File: config.mk
export PLATFORM = sky130hd
export DESIGN_NAME = led_ring_pattern_generator
export DESIGN_NICKNAME = d
export VERILOG_FILES = /design/src/rtl/core/lrpg_pkg.sv /design/src/rtl/core/lrpg_front.sv /design/src/rtl/core/lrpg_queue.sv /design/src/rtl/core/lrpg_back.sv /design/src/rtl/core/led_ring_pattern_generator.sv
export SDC_FILE = /design/constraint.sdc
export NUM_CORES = 1
export LEC_CHECK = 0
export BUFFER_PORTS_ARGS = -buffer_cell sky130_fd_sc_hd__buf_2
export CORE_MARGIN = 5
export CORE_UTILIZATION = 40
export CTS_CLUSTER_SIZE = 14
export DETAILED_ROUTE_END_ITERATION = 10
export GPL_TIMING_DRIVEN = 1
export HOLD_SLACK_MARGIN = 0.15
export PLACE_DENSITY = 0.66
export SKIP_CTS_REPAIR_TIMING = 1
export SLEW_MARGIN = 15
export SYNTH_ARGS = -nofsm -noshare
export SYNTH_HDL_FRONTEND = slang
export SYNTH_SLANG_ARGS = --single-unit
export TNS_END_PERCENT = 10
File: constraint.sdc
create_clock -name i_clk -period 13.5 [get_ports i_clk]
set_clock_uncertainty 0.05 [all_clocks]
set_input_delay 2.025 -clock i_clk [delete_from_list [all_inputs] [get_ports i_clk]]
set_output_delay 2.025 -clock i_clk [all_outputs]
set_load 0.005 [all_outputs]
File: src/rtl/core/lrpg_pkg.sv
// Shared types, codes and constants of the LED ring pattern generator.
`default_nettype none
package lrpg_pkg;

    // Default ring sizes and eye count
    localparam int LRPG_OUTER_DEF  = 24;
    localparam int LRPG_MIDDLE_DEF = 16;
    localparam int LRPG_INNER_DEF  = 8;
    localparam int LRPG_EYES_DEF   = 2;

    // Ring and pixel geometry
    localparam int RING_COUNT = 3;
    localparam int PIXEL_W    = 5;
    localparam int PIXEL_SPAN = 1 << PIXEL_W;
    localparam int IDX_W      = 7;
    localparam int HUE_W      = 8;
    localparam int HUE_SPAN   = 256;
    localparam logic [HUE_W-1:0] HUE_HALF = 8'd128;

    // Field widths
    localparam int TIME_W     = 32;
    localparam int STEP_W     = 16;
    localparam int CFG_DATA_W = 16;
    localparam int CFG_IDX_W  = 3;

    // Queue between front and back
    localparam int QUEUE_DEPTH = 2;

    // Pattern codes
    typedef enum logic [2:0] {
        PAT_CHASER    = 3'd0,
        PAT_CASCADE   = 3'd1,
        PAT_RAINBOW   = 3'd2,
        PAT_SPLIT     = 3'd3,
        PAT_ALTERNATE = 3'd4
    } t_pattern;

    // Configuration register indexes
    typedef enum logic [CFG_IDX_W-1:0] {
        CFG_PATTERN     = 3'd0,
        CFG_BASE_HUE    = 3'd1,
        CFG_DIRECTIONS  = 3'd2,
        CFG_OPPOSE      = 3'd3,
        CFG_WIDTHS      = 3'd4,
        CFG_CASCADE_MS  = 3'd5,
        CFG_SPLIT_MS    = 3'd6,
        CFG_ALTERNATE_MS = 3'd7
    } t_cfg_reg;

    // Request codes
    localparam logic REQ_TICK  = 1'b0;
    localparam logic REQ_QUERY = 1'b1;

    // Register reset values
    localparam logic [2:0]        RST_PATTERN    = 3'd0;
    localparam logic [HUE_W-1:0]  RST_BASE_HUE   = 8'd100;
    localparam logic [2:0]        RST_DIRECTIONS = 3'd7;
    localparam logic              RST_OPPOSE     = 1'b0;
    localparam logic [14:0]       RST_WIDTHS     = 15'd6245;
    localparam logic [STEP_W-1:0] RST_CASCADE_MS = 16'd300;
    localparam logic [STEP_W-1:0] RST_SPLIT_MS   = 16'd400;
    localparam logic [STEP_W-1:0] RST_ALT_MS     = 16'd100;

    // Configuration seen by the back end
    typedef struct packed {
        logic [2:0]        pattern;
        logic [HUE_W-1:0]  base_hue;
        logic [2:0]        directions;
        logic              oppose;
        logic [14:0]       widths;
        logic [STEP_W-1:0] cascade_ms;
        logic [STEP_W-1:0] split_ms;
        logic [STEP_W-1:0] alternate_ms;
    } t_cfg;

    // Classified item, front to back
    typedef struct packed {
        logic               is_query;
        logic [TIME_W-1:0]  now_ms;
        logic               eye;
        logic [1:0]         ring;
        logic [PIXEL_W-1:0] pixel;
        logic               in_range;
        logic [IDX_W-1:0]   led_index;
        logic [PIXEL_W-1:0] ring_len;
        logic [HUE_W-1:0]   rain_hue;
        logic               split_top;
    } t_item;

endpackage
`default_nettype wire

File: src/rtl/core/lrpg_front.sv
// Front end: accepts requests and precomputes ring geometry and lookups.
`default_nettype none
module lrpg_front #(
    parameter int OUTER_RING_LEDS  = lrpg_pkg::LRPG_OUTER_DEF,
    parameter int MIDDLE_RING_LEDS = lrpg_pkg::LRPG_MIDDLE_DEF,
    parameter int INNER_RING_LEDS  = lrpg_pkg::LRPG_INNER_DEF,
    parameter int EYE_COUNT        = lrpg_pkg::LRPG_EYES_DEF
) (
    input  wire logic                   i_clk,
    input  wire logic                   i_rst_n,
    input  wire logic                   i_in_valid,
    output logic                        o_in_ready,
    input  wire logic                   i_req_type,
    input  wire logic [31:0]            i_now_ms,
    input  wire logic                   i_eye,
    input  wire logic [1:0]             i_ring,
    input  wire logic [4:0]             i_pixel,
    output logic                        o_item_valid,
    input  wire logic                   i_item_ready,
    output lrpg_pkg::t_item             o_item
);
    import lrpg_pkg::*;

    localparam logic [PIXEL_W-1:0] LEN0 = PIXEL_W'(OUTER_RING_LEDS);
    localparam logic [PIXEL_W-1:0] LEN1 = PIXEL_W'(MIDDLE_RING_LEDS);
    localparam logic [PIXEL_W-1:0] LEN2 = PIXEL_W'(INNER_RING_LEDS);
    localparam logic [IDX_W-1:0] EYE_STRIDE =
        IDX_W'(OUTER_RING_LEDS + MIDDLE_RING_LEDS + INNER_RING_LEDS);
    localparam logic [IDX_W-1:0] OFF1 = IDX_W'(OUTER_RING_LEDS);
    localparam logic [IDX_W-1:0] OFF2 = IDX_W'(OUTER_RING_LEDS + MIDDLE_RING_LEDS);

    logic               r_valid;
    t_item              r_item;
    t_item              n_item;
    logic [PIXEL_W-1:0] w_len;
    logic [IDX_W-1:0]   w_off;
    logic               w_ring_ok;
    logic [HUE_W-1:0]   w_hue_tab [RING_COUNT][PIXEL_SPAN];
    logic [PIXEL_W:0]   w_split_sum;
    logic [PIXEL_W:0]   w_split_mod;

    // Rainbow hue tables, one per ring, fixed at elaboration
    for (genvar p = 0; p < PIXEL_SPAN; p++) begin : g_hue
        localparam logic [HUE_W-1:0] H0 = HUE_W'((p * HUE_SPAN) / OUTER_RING_LEDS);
        localparam logic [HUE_W-1:0] H1 = HUE_W'((p * HUE_SPAN) / MIDDLE_RING_LEDS);
        localparam logic [HUE_W-1:0] H2 = HUE_W'((p * HUE_SPAN) / INNER_RING_LEDS);
        assign w_hue_tab[0][p] = H0;
        assign w_hue_tab[1][p] = H1;
        assign w_hue_tab[2][p] = H2;
    end

    // Ring geometry select
    always_comb begin
        w_ring_ok = 1'b1;
        case (i_ring)
            2'd0: begin
                w_len = LEN0;
                w_off = '0;
            end
            2'd1: begin
                w_len = LEN1;
                w_off = OFF1;
            end
            2'd2: begin
                w_len = LEN2;
                w_off = OFF2;
            end
            default: begin
                w_len     = LEN0;
                w_off     = '0;
                w_ring_ok = 1'b0;
            end
        endcase
    end

    // Classification of the incoming item
    always_comb begin
        w_split_sum = {1'b0, i_pixel} + {3'b0, w_len[PIXEL_W-1:2]};
        w_split_mod = (w_split_sum >= {1'b0, w_len}) ? w_split_sum - {1'b0, w_len}
                                                    : w_split_sum;
        n_item.is_query  = (i_req_type == REQ_QUERY);
        n_item.now_ms    = i_now_ms;
        n_item.eye       = i_eye;
        n_item.ring      = i_ring;
        n_item.pixel     = i_pixel;
        n_item.in_range  = w_ring_ok && (i_pixel < w_len) && (32'(i_eye) < EYE_COUNT);
        n_item.led_index = w_ring_ok ?
            ((i_eye ? EYE_STRIDE : '0) + w_off + IDX_W'(i_pixel)) : '0;
        n_item.ring_len  = w_len;
        n_item.rain_hue  = w_ring_ok ? w_hue_tab[i_ring][i_pixel] : '0;
        n_item.split_top = (w_split_mod < {2'b0, w_len[PIXEL_W-1:1]});
    end

    assign o_in_ready = !r_valid || i_item_ready;

    // Front pipeline register
    always_ff @(posedge i_clk) begin
        if (!i_rst_n) begin
            r_valid <= 1'b0;
        end else if (o_in_ready) begin
            r_valid <= i_in_valid;
        end
    end

    always_ff @(posedge i_clk) begin
        if (o_in_ready && i_in_valid) begin
            r_item <= n_item;
        end
    end

    assign o_item_valid = r_valid;
    assign o_item       = r_item;

endmodule
`default_nettype wire

File: src/rtl/core/lrpg_queue.sv
// Short FIFO that decouples the front end from the back end.
`default_nettype none
module lrpg_queue (
    input  wire logic           i_clk,
    input  wire logic           i_rst_n,
    input  wire logic           i_push_valid,
    output logic                o_push_ready,
    input  lrpg_pkg::t_item     i_push_item,
    output logic                o_pop_valid,
    input  wire logic           i_pop_ready,
    output lrpg_pkg::t_item     o_pop_item
);
    import lrpg_pkg::*;

    localparam int PTR_W = (QUEUE_DEPTH > 1) ? $clog2(QUEUE_DEPTH) : 1;
    localparam int CNT_W = $clog2(QUEUE_DEPTH + 1);
    localparam logic [PTR_W-1:0] LAST = PTR_W'(QUEUE_DEPTH - 1);

    t_item              r_slot [QUEUE_DEPTH];
    logic [PTR_W-1:0]   r_wr_ptr;
    logic [PTR_W-1:0]   r_rd_ptr;
    logic [CNT_W-1:0]   r_count;
    logic               w_push;
    logic               w_pop;

    assign o_push_ready = (r_count != CNT_W'(QUEUE_DEPTH));
    assign o_pop_valid  = (r_count != '0);
    assign o_pop_item   = r_slot[r_rd_ptr];
    assign w_push       = i_push_valid && o_push_ready;
    assign w_pop        = o_pop_valid && i_pop_ready;

    // Pointers and fill count
    always_ff @(posedge i_clk) begin
        if (!i_rst_n) begin
            r_wr_ptr <= '0;
            r_rd_ptr <= '0;
            r_count  <= '0;
        end else begin
            if (w_push) begin
                r_wr_ptr <= (r_wr_ptr == LAST) ? '0 : r_wr_ptr + 1'b1;
            end
            if (w_pop) begin
                r_rd_ptr <= (r_rd_ptr == LAST) ? '0 : r_rd_ptr + 1'b1;
            end
            case ({w_push, w_pop})
                2'b10:   r_count <= r_count + 1'b1;
                2'b01:   r_count <= r_count - 1'b1;
                default: r_count <= r_count;
            endcase
        end
    end

    // Entry storage
    always_ff @(posedge i_clk) begin
        if (w_push) begin
            r_slot[r_wr_ptr] <= i_push_item;
        end
    end

endmodule
`default_nettype wire

File: src/rtl/core/lrpg_back.sv
// Back end: pattern state, tick handling and pixel evaluation.
`default_nettype none
module lrpg_back #(
    parameter int OUTER_RING_LEDS  = lrpg_pkg::LRPG_OUTER_DEF,
    parameter int MIDDLE_RING_LEDS = lrpg_pkg::LRPG_MIDDLE_DEF,
    parameter int INNER_RING_LEDS  = lrpg_pkg::LRPG_INNER_DEF
) (
    input  wire logic           i_clk,
    input  wire logic           i_rst_n,
    input  lrpg_pkg::t_cfg      i_cfg,
    input  wire logic           i_item_valid,
    output logic                o_item_ready,
    input  lrpg_pkg::t_item     i_item,
    output logic                o_out_valid,
    input  wire logic           i_out_ready,
    output logic [6:0]          o_led_index,
    output logic                o_lit,
    output logic [7:0]          o_pixel_hue
);
    import lrpg_pkg::*;

    localparam logic [PIXEL_W-1:0] LEN [RING_COUNT] = '{
        PIXEL_W'(OUTER_RING_LEDS), PIXEL_W'(MIDDLE_RING_LEDS), PIXEL_W'(INNER_RING_LEDS)
    };

    logic [PIXEL_W-1:0] r_chase_pos [RING_COUNT];
    logic [PIXEL_W-1:0] r_rain_pos  [RING_COUNT];
    logic [1:0]         r_cascade_phase;
    logic [TIME_W-1:0]  r_cascade_last;
    logic               r_split_phase;
    logic [TIME_W-1:0]  r_split_last;
    logic               r_alt_phase;
    logic [TIME_W-1:0]  r_alt_last;

    logic               r_out_valid;
    logic [IDX_W-1:0]   r_led_index;
    logic               r_lit;
    logic [HUE_W-1:0]   r_hue;

    logic               w_pop;
    logic               w_tick;
    logic               w_query;
    logic [PIXEL_W-1:0] w_pos;
    logic [PIXEL_W-1:0] w_width;
    logic               w_fwd;
    logic               w_dir_bit;
    logic [PIXEL_W-1:0] w_len;
    logic [PIXEL_W-1:0] w_head;
    logic [PIXEL_W:0]   w_dsum;
    logic [PIXEL_W:0]   w_delta;
    logic [PIXEL_W:0]   w_osum;
    logic [PIXEL_W:0]   w_odelta;
    logic               w_chase_lit;
    logic               w_lit;
    logic [HUE_W-1:0]   w_hue;
    logic               w_cascade_due;
    logic               w_split_due;
    logic               w_alt_due;

    // Pop from the queue when the head is a tick or the output slot frees up
    assign o_item_ready = !i_item.is_query || !r_out_valid || i_out_ready;
    assign w_pop        = i_item_valid && o_item_ready;
    assign w_tick       = w_pop && !i_item.is_query;
    assign w_query      = w_pop && i_item.is_query;

    // Per-ring selects for the chaser rule
    always_comb begin
        case (i_item.ring)
            2'd0: begin
                w_width   = i_cfg.widths[4:0];
                w_dir_bit = i_cfg.directions[0];
                w_pos     = (i_cfg.pattern == PAT_RAINBOW) ? r_rain_pos[0] : r_chase_pos[0];
            end
            2'd1: begin
                w_width   = i_cfg.widths[9:5];
                w_dir_bit = i_cfg.directions[1];
                w_pos     = (i_cfg.pattern == PAT_RAINBOW) ? r_rain_pos[1] : r_chase_pos[1];
            end
            2'd2: begin
                w_width   = i_cfg.widths[14:10];
                w_dir_bit = i_cfg.directions[2];
                w_pos     = (i_cfg.pattern == PAT_RAINBOW) ? r_rain_pos[2] : r_chase_pos[2];
            end
            default: begin
                w_width   = '0;
                w_dir_bit = 1'b0;
                w_pos     = '0;
            end
        endcase
    end

    // Chaser: head position, distance behind the head, and the opposite head
    always_comb begin
        w_len    = i_item.ring_len;
        w_fwd    = w_dir_bit ^ (i_cfg.oppose && !i_item.eye);
        w_head   = (w_fwd || w_pos == '0) ? w_pos : w_len - w_pos;
        w_dsum   = {1'b0, i_item.pixel} + {1'b0, w_len} - {1'b0, w_head};
        w_delta  = (w_dsum >= {1'b0, w_len}) ? w_dsum - {1'b0, w_len} : w_dsum;
        w_osum   = w_delta + {2'b0, w_len[PIXEL_W-1:1]};
        w_odelta = (w_osum >= {1'b0, w_len}) ? w_osum - {1'b0, w_len} : w_osum;
        w_chase_lit = (w_delta < {1'b0, w_width}) ||
                      ((i_item.ring != 2'd2) && (w_odelta < {1'b0, w_width}));
    end

    // Pixel evaluation per pattern
    always_comb begin
        w_lit = 1'b0;
        w_hue = i_cfg.base_hue;
        case (i_cfg.pattern)
            PAT_CHASER: begin
                w_lit = w_chase_lit;
            end
            PAT_RAINBOW: begin
                w_lit = w_chase_lit;
                w_hue = i_item.rain_hue;
            end
            PAT_CASCADE: begin
                w_lit = (r_cascade_phase == i_item.ring);
            end
            PAT_SPLIT: begin
                w_lit = r_split_phase ? !i_item.split_top : i_item.split_top;
            end
            PAT_ALTERNATE: begin
                w_lit = 1'b1;
                w_hue = (i_item.pixel[0] ^ r_alt_phase) ? i_cfg.base_hue + HUE_HALF
                                                        : i_cfg.base_hue;
            end
            default: begin
                w_lit = 1'b0;
            end
        endcase
        w_lit = w_lit && i_item.in_range;
        if (!w_lit) begin
            w_hue = '0;
        end
    end

    // Timed step checks, wraparound difference against the interval
    assign w_cascade_due = (i_item.now_ms - r_cascade_last) > {16'b0, i_cfg.cascade_ms};
    assign w_split_due   = (i_item.now_ms - r_split_last) > {16'b0, i_cfg.split_ms};
    assign w_alt_due     = (i_item.now_ms - r_alt_last) > {16'b0, i_cfg.alternate_ms};

    // Pattern state, advanced by frame ticks
    always_ff @(posedge i_clk) begin
        if (!i_rst_n) begin
            for (int r = 0; r < RING_COUNT; r++) begin
                r_chase_pos[r] <= '0;
                r_rain_pos[r]  <= '0;
            end
            r_cascade_phase <= '0;
            r_cascade_last  <= '0;
            r_split_phase   <= 1'b0;
            r_split_last    <= '0;
            r_alt_phase     <= 1'b0;
            r_alt_last      <= '0;
        end else if (w_tick) begin
            case (i_cfg.pattern)
                PAT_CHASER: begin
                    for (int r = 0; r < RING_COUNT; r++) begin
                        r_chase_pos[r] <= (r_chase_pos[r] + 1'b1 == LEN[r]) ? '0
                                          : r_chase_pos[r] + 1'b1;
                    end
                end
                PAT_RAINBOW: begin
                    for (int r = 0; r < RING_COUNT; r++) begin
                        r_rain_pos[r] <= (r_rain_pos[r] + 1'b1 == LEN[r]) ? '0
                                         : r_rain_pos[r] + 1'b1;
                    end
                end
                PAT_CASCADE: begin
                    if (w_cascade_due) begin
                        r_cascade_last  <= i_item.now_ms;
                        r_cascade_phase <= (r_cascade_phase == 2'd2) ? 2'd0
                                           : r_cascade_phase + 1'b1;
                    end
                end
                PAT_SPLIT: begin
                    if (w_split_due) begin
                        r_split_last  <= i_item.now_ms;
                        r_split_phase <= !r_split_phase;
                    end
                end
                PAT_ALTERNATE: begin
                    if (w_alt_due) begin
                        r_alt_last  <= i_item.now_ms;
                        r_alt_phase <= !r_alt_phase;
                    end
                end
                default: begin
                    r_split_phase <= r_split_phase;
                end
            endcase
        end
    end

    // Output register
    always_ff @(posedge i_clk) begin
        if (!i_rst_n) begin
            r_out_valid <= 1'b0;
        end else if (w_query) begin
            r_out_valid <= 1'b1;
        end else if (i_out_ready) begin
            r_out_valid <= 1'b0;
        end
    end

    always_ff @(posedge i_clk) begin
        if (w_query) begin
            r_led_index <= i_item.led_index;
            r_lit       <= w_lit;
            r_hue       <= w_hue;
        end
    end

    assign o_out_valid = r_out_valid;
    assign o_led_index = r_led_index;
    assign o_lit       = r_lit;
    assign o_pixel_hue = r_hue;

endmodule
`default_nettype wire

File: src/rtl/core/led_ring_pattern_generator.sv
// LED ring pattern generator: two eyes of three rings, animation and pixel lookup.
//
// Usage: requests enter on the input channel (i_in_valid / o_in_ready). A frame
// tick (req_type 0) advances the selected pattern using i_now_ms and gives no
// result. A pixel query (req_type 1) gives one transfer on the output channel
// (o_out_valid / i_out_ready) with the LED chain index, lit flag and hue.
// Items are handled strictly in order, so a query sees every earlier tick.
// Throughput: one item per cycle while the receiver takes results; the front
// register, a two-entry queue and the output register keep the input open
// while a result waits.
// When the receiver stalls, the output register holds, the queue fills and
// then the input channel deasserts ready; ticks keep draining meanwhile only
// up to the first blocked query.
// Configuration is a plain write port (i_cfg_we, i_cfg_index, i_cfg_data); the
// user writes it only while the block is idle, which the block does not enforce;
// values are masked to register width. Reset (synchronous, active low) clears all
// pattern state and restores the register defaults; no clearing pass is needed.
`default_nettype none
module led_ring_pattern_generator #(
    parameter int OUTER_RING_LEDS  = lrpg_pkg::LRPG_OUTER_DEF,
    parameter int MIDDLE_RING_LEDS = lrpg_pkg::LRPG_MIDDLE_DEF,
    parameter int INNER_RING_LEDS  = lrpg_pkg::LRPG_INNER_DEF,
    parameter int EYE_COUNT        = lrpg_pkg::LRPG_EYES_DEF
) (
    input  wire logic        i_clk,
    input  wire logic        i_rst_n,
    input  wire logic        i_cfg_we,
    input  wire logic [2:0]  i_cfg_index,
    input  wire logic [15:0] i_cfg_data,
    input  wire logic        i_in_valid,
    output logic             o_in_ready,
    input  wire logic        i_req_type,
    input  wire logic [31:0] i_now_ms,
    input  wire logic        i_eye,
    input  wire logic [1:0]  i_ring,
    input  wire logic [4:0]  i_pixel,
    output logic             o_out_valid,
    input  wire logic        i_out_ready,
    output logic [6:0]       o_led_index,
    output logic             o_lit,
    output logic [7:0]       o_pixel_hue
);
    import lrpg_pkg::*;

    t_cfg   r_cfg;
    logic   w_f_valid;
    logic   w_f_ready;
    t_item  w_f_item;
    logic   w_q_valid;
    logic   w_q_ready;
    t_item  w_q_item;

    // Configuration registers
    always_ff @(posedge i_clk) begin
        if (!i_rst_n) begin
            r_cfg.pattern      <= RST_PATTERN;
            r_cfg.base_hue     <= RST_BASE_HUE;
            r_cfg.directions   <= RST_DIRECTIONS;
            r_cfg.oppose       <= RST_OPPOSE;
            r_cfg.widths       <= RST_WIDTHS;
            r_cfg.cascade_ms   <= RST_CASCADE_MS;
            r_cfg.split_ms     <= RST_SPLIT_MS;
            r_cfg.alternate_ms <= RST_ALT_MS;
        end else if (i_cfg_we) begin
            case (t_cfg_reg'(i_cfg_index))
                CFG_PATTERN:      r_cfg.pattern      <= i_cfg_data[2:0];
                CFG_BASE_HUE:     r_cfg.base_hue     <= i_cfg_data[7:0];
                CFG_DIRECTIONS:   r_cfg.directions   <= i_cfg_data[2:0];
                CFG_OPPOSE:       r_cfg.oppose       <= i_cfg_data[0];
                CFG_WIDTHS:       r_cfg.widths       <= i_cfg_data[14:0];
                CFG_CASCADE_MS:   r_cfg.cascade_ms   <= i_cfg_data;
                CFG_SPLIT_MS:     r_cfg.split_ms     <= i_cfg_data;
                CFG_ALTERNATE_MS: r_cfg.alternate_ms <= i_cfg_data;
                default:          r_cfg.pattern      <= r_cfg.pattern;
            endcase
        end
    end

    lrpg_front #(
        .OUTER_RING_LEDS  (OUTER_RING_LEDS),
        .MIDDLE_RING_LEDS (MIDDLE_RING_LEDS),
        .INNER_RING_LEDS  (INNER_RING_LEDS),
        .EYE_COUNT        (EYE_COUNT)
    ) u_front (
        .i_clk        (i_clk),
        .i_rst_n      (i_rst_n),
        .i_in_valid   (i_in_valid),
        .o_in_ready   (o_in_ready),
        .i_req_type   (i_req_type),
        .i_now_ms     (i_now_ms),
        .i_eye        (i_eye),
        .i_ring       (i_ring),
        .i_pixel      (i_pixel),
        .o_item_valid (w_f_valid),
        .i_item_ready (w_f_ready),
        .o_item       (w_f_item)
    );

    lrpg_queue u_queue (
        .i_clk        (i_clk),
        .i_rst_n      (i_rst_n),
        .i_push_valid (w_f_valid),
        .o_push_ready (w_f_ready),
        .i_push_item  (w_f_item),
        .o_pop_valid  (w_q_valid),
        .i_pop_ready  (w_q_ready),
        .o_pop_item   (w_q_item)
    );

    lrpg_back #(
        .OUTER_RING_LEDS  (OUTER_RING_LEDS),
        .MIDDLE_RING_LEDS (MIDDLE_RING_LEDS),
        .INNER_RING_LEDS  (INNER_RING_LEDS)
    ) u_back (
        .i_clk        (i_clk),
        .i_rst_n      (i_rst_n),
        .i_cfg        (r_cfg),
        .i_item_valid (w_q_valid),
        .o_item_ready (w_q_ready),
        .i_item       (w_q_item),
        .o_out_valid  (o_out_valid),
        .i_out_ready  (i_out_ready),
        .o_led_index  (o_led_index),
        .o_lit        (o_lit),
        .o_pixel_hue  (o_pixel_hue)
    );

endmodule
`default_nettype wire
## Word-level counts from Yosys, hierarchy flattened

Memory sizes are Yosys's and may differ from the RTL's. A register that Yosys moved wholly into a read port is not among the register bits.
Cells that the tools add are included.

- Bits in registers: 263
- Memories kept: 3
- Output and inout port bits: 18
- Word-level logic and storage cells: 206
- Bits in writable memories: 156
- Bits of input ports: 65

Memory list:

| name | depth | width | rd ports | clocked after memory_dff | wr ports | line | text |
|---|---|---|---|---|---|---|---|
| u_queue.r_slot | 2 | 63 | 1 | 1 | 1 | lrpg_queue.sv:19 | `t_item r_slot [QUEUE_DEPTH];` |
| u_back.r_chase_pos | 3 | 5 | 3 | 0 | 3 | lrpg_back.sv:26 | `logic [PIXEL_W-1:0] r_chase_pos [RING_COUNT];` |
| u_back.r_rain_pos | 3 | 5 | 3 | 0 | 3 | lrpg_back.sv:27 | `logic [PIXEL_W-1:0] r_rain_pos [RING_COUNT];` |

- Add/subtract/negate cells: 25
- Bitwise logic cells: 10
- Eq/ne operators: 27
- $lt $le $gt $ge: 12
- Reductions and logical operators: 42
- Mux-type cells: 55

Operators by type and width:

| cell | number |
|---|---|
| $bmux 256 s2 | 1 |
| $mux 256 | 2 |
| $gt 32x16->1 | 3 |
| $sub 32x32->32 | 3 |
| $mux 5 | 16 |
| $bmux 8 s5 | 1 |
| $add 5x1->5 const B | 6 |
| $pmux 5 s3 | 2 |
| $mux 6 | 4 |
| $mux 8 | 3 |
| $sub 6x5->6 | 4 |
| $eq 5x5->1 const B | 4 |
| $mux 1 | 19 |
| $ge 6x5->1 | 3 |
| $pmux 8 s2 | 1 |
| $reduce_and 2->1 | 8 |
| $eq 3x3->1 const B | 5 |
| $eq 3x2->1 const B | 4 |
| $lt 6x5->1 | 2 |
| $pmux 6 s2 | 1 |
| $eq 5x4->1 const B | 2 |
| $pmux 5 s2 | 1 |
| $logic_and 1x1->1 | 9 |
| $reduce_and 3->1 | 3 |
| other kinds (35) | 64 |

## Longest topological paths before layout

- Depth in word-level cells: 17
- Depth in mapped cells: 36
- Gate-level depth less buffers: 34

## Hierarchy

From an unflattened synthesis, not the netlist that was laid out.

- Cells, all modules: 2890
- Area, all modules: 27343.7 um^2

By module, submodules not included:

| module | cells an instance | seq. area each (um^2) | area an instance (um^2) | instances |
|---|---|---|---|---|
| lrpg_back | 2157 | 3403.3 | 16592.2 | 1 |
| lrpg_queue | 220 | 3883.7 | 4763.3 | 1 |
| led_ring_pattern_generator | 294 | 1561.5 | 3090.5 | 1 |
| lrpg_front | 219 | 1761.7 | 2897.8 | 1 |

## Worst setup path after synthesis

OpenSTA, ideal clock, no wires.

- Kind: register to register
- Start point: register with a tool-made name
- End point: register u_back.r_hue[0], in the netlist u_back.o_pixel_hue[0], data pin
- Cell stages (with the launch flop): 34
- Arrival: 7.471 ns
- Path slack: 5.712 ns
- Path buffers: 4
- Clock period less this slack: 7.788 ns
- Data required time: 13.183 ns
- Setup time: 0.267 ns
- Path through: dfxtp_1 buf_2 buf_1 buf_1 buf_1 mux2i_1 inv_1 ha_1 a21oi_1 xnor2_1 nand2_1 xor2_1 fa_1 inv_1 ha_1 xnor2_1 ha_1 a21o_1 nor2_1 mux2i_1 inv_1 fa_1 xnor2_1 inv_1 ha_1 a21oi_1 nand2_1 mux2i_1 ha_1 o21a_1 o21ai_0 a311o_1 nand3_1 nor3_1

RTL lines:

| what | line | text |
|---|---|---|
| end signal, assigned | lrpg_back.sv:211 | `r_hue <= w_hue;` |
| end, declared | lrpg_back.sv:38 | `logic [HUE_W-1:0] r_hue;` |

==> results.md <==
* Final Hold Vio Count at 0
* Maximum clock insertion buffer count at 3
* 1st-pass router iterations at 6
* Die area at around 66000 um^2
* Fin area at 26700 um^2
* Synth Area per Inst at about 9.4 um^2
* Setup crit start kind: flip-flop
* Antenna violations before repair at 1
* CTS buffer count at 42
* WP data required at roughly 14 ns
* Initial DRC count at about 1400
* Worst Tran Pin Value at 1.05 ns
* Largest net degree at the start of global routing at around 140
* Setup_tns at 0 ns
* Area of the multi-input gates at between 10000 and 15000 um^2
* Post-synth EDFFs at 220
* CTS sink cnt at around 410
* Initial Util at 0.402
* Min-delay worst type: flip-flop to flip-flop
* Net Sw Frac at 0.397
* Total global-route track usage at 0.175
* CTS tree: done
* Peak VDD IR at between 200 and 250 uV
* Non-Filler Instances at around 3400
* M1 WL at ~29 mm
* Share of cells above drive strength 1 at 0.0926
* CP Capture Type: flip-flop
* Netlist cell types at 80
* Antenna viol nets, final at 0
* # diodes at 0
* Syn nets at roughly 2900
* RSZ-0062 raised after global routing: no
* H-Tree Depth at 2
* Setup violators final at 0
* Die W at approximately 260 um
* Die height at 256 um
* Power Density at 199 nW/um^2
* Vias in the first global route at around 18000
* Post-route DRC violation count at 0
* Met2 routed WL at about 27 mm
* FF+latch count, synth at slightly above 400
* # rows at 90
* Via count at ~19000
* Worst-path clk slew at 0.06 ns
* Top Layer Used: met4
* # IOs at 83
* Crit path DAT at just under 9 ns
* Static leakage at 10.2 nW
* Mapped Cells at ~2600
* Worst stage delay on the critical path at 0.48 ns
* Fillers at 5697
* Clk_lat worst skew at ~0.57 ns
* Global route total overflow at 0
* Crit-path max FO at 20
* WL per Instance at 17.3 um
* Synth Cell Area at around 24000 um^2
* Area post-placement at 25300 um^2
* Ys async rst share at 0
* Crit-path most repeated cell: ha_1
* DP Cell Count at 3361
* Synth warn at 0
* Max-Cap Viols at 0
* Fin crit share at 0.620
* Area grow syn2layout at 10.3%
* Comb pwr share at 0.501
* Highest Clock Rate at 0.119 GHz
* Crit path kind: flip-flop to flip-flop
* Net switching power at between 2 and 2.5 mW
* Internal reg-to-reg setup slack at between 5 and 6 ns
* Hpwl dp at around 44 mm
* First-pass GRT wire length at 95.1 mm
* Shortest period the worst path allows at around 8.4 ns
* Int Pwr at about 3.2 mW
* Core Footprint at around 60000 um^2
* Vias/cell at around 5.4
* Hold_sp: u_front.o_item[16]
* Placer Congestion at 0.937
* Nets@finish at 2891
* Met3 WL post-DR at 2.60 mm
* Slew headroom at 0.300
* PortBufs at just over 80
* Reg area at about 10000 um^2
* Root Buffer: clkbuf_16
* Clock share of power at 0.219
* Routed wire length at approximately 59 mm
* Final Max Tran Viols at 0
* Worst path slowest cell: mux2_2
* Ys flop type: edfxtp_1
* Sequential fraction of the synthesis area at 0.426
* Seq pwr share at 0.279
* Status: completed
==> per-layer routing <==
metal | track usage | up-vias
li1 | - | 9255
met1 | 0.250 | 8806
met2 | 0.285 | 453
met3 | 0.0199 | 96
met4 | 0.0417 | 0
met5 | 0 | -
==> layout make-up <==
type | instances | share of cell area
Timing Repair Buffer | 97 | 0.0198
Sequential cell | 405 | 0.386
Multi-Input combinational cell | 1875 | 0.477
Inverter | 202 | 0.0284
Tap cell | 782 | 0.0366
Clock buffer | 52 | 0.0408
Clock inverter | 25 | 0.0108
==> state kept, by name, indices dropped and copies added, names as in the netlist, 2 cells and up, named ones only <==
register and cells:
u_back.r_cascade_last 32, u_queue.r_count 2, u_queue.r_slot 116, u_back.r_rain_pos 15, u_back.r_split_last 32, u_back.r_alt_last 32
u_back.o_led_index 7, u_back.r_cascade_phase 2, u_back.o_pixel_hue 8, u_back.r_chase_pos 15, u_front.o_item 58, r_cfg 78
==> power groups by stage <==
stage               combinational (mW)  sequential (mW)  clock, mW
global route                      3.00             1.49       1.24
CTS                               2.64             1.49       1.19
detailed placement                2.62             1.51          0
global placement                  2.51             1.51          0
floorplan                         1.97             1.50          0
finish                            2.66             1.48       1.17
==> worst paths after layout <==
check | to | cells past startpoint
max | u_back.o_pixel_hue[5] | 33
min | u_queue.r_slot[1][16] | 0
max reg2reg | u_back.o_pixel_hue[5] | 33
min reg2reg | u_queue.r_slot[1][16] | 0
==> logic make-up after synthesis <==
family	share of synthesized area
multiplexers	0.0545
buffers and inverters	0.0491
adder cells (fa/ha/maj)	0.109
AND/OR/NAND/NOR	0.160
XOR/XNOR	0.0351
AO/OA/AOI/OAI	0.166
flip-flops	0.426
==> synth_stat cells (8+ instances only) <==
master / instances / area share
nand3_1: 92 / 0.019
nor2b_1: 38 / 0.0098
a2111oi_0: 9 / 0.0033
o21bai_1: 14 / 0.0043
clkbuf_1: 79 / 0.012
buf_1: 8 / 0.0012
nor3_1: 38 / 0.0079
nand2_1: 393 / 0.061
nand3b_1: 9 / 0.0028
a211oi_1: 27 / 0.0084
o211ai_1: 20 / 0.0062
o21a_1: 27 / 0.0084
nor2_1: 154 / 0.024
nand4_1: 26 / 0.0067
a31oi_1: 10 / 0.0026
mux2i_1: 79 / 0.033
a21oi_1: 144 / 0.030
fa_1: 13 / 0.011
ha_1: 190 / 0.098
or3_1: 10 / 0.0026
inv_1: 201 / 0.031
and2_1: 21 / 0.0054
a21o_1: 37 / 0.011
buf_2: 10 / 0.0021
a21boi_0: 60 / 0.019
o211a_1: 32 / 0.013
mux2_2: 47 / 0.022
nor4_1: 8 / 0.0021
and3_1: 11 / 0.0028
o2111ai_1: 8 / 0.0029
dfxtp_1: 185 / 0.15
o21ai_0: 113 / 0.023
nand2b_1: 30 / 0.0078
a31o_2: 11 / 0.0040
xnor2_1: 58 / 0.021
edfxtp_1: 220 / 0.27
xor2_1: 39 / 0.014
==> stage by stage <==
step	hold WS [ns]	total power [mW]	setup slack (ns)	util
floorplan	0.371	3.47	5.71	-
global placement	0.374	4.01	5.63	0.421
detailed placement	0.384	4.13	5.22	0.421
CTS	0.393	5.32	5.16	0.444
global route	0.397	5.74	4.40	0.444
finish	0.394	5.32	5.12	0.444
==> placed cells by master (no fill, tap or decap), types with 47 or more instances in the layout <==
cell type / n
mux2_2: 47
inv_1: 201
o21ai_0: 112
xnor2_1: 58
nor2_1: 152
a21boi_0: 60
buf_2: 81
nand3_1: 92
ha_1: 190
a21oi_1: 144
mux2i_1: 79
dfxtp_1: 184
edfxtp_1: 220
nand2_1: 393
==> worst max-delay path, delay by kind of cell, from the launching register on <==
family	cells	cell delay [ns]
buf+inv	2	0.23
compound gates	11	2.16
flops	1	0.35
mux	3	1.09
xor+xnor	2	0.53
fa+ha+maj	8	2.34
simple gates	7	1.41
No activity file was read; power rests on OpenSTA's default activity.
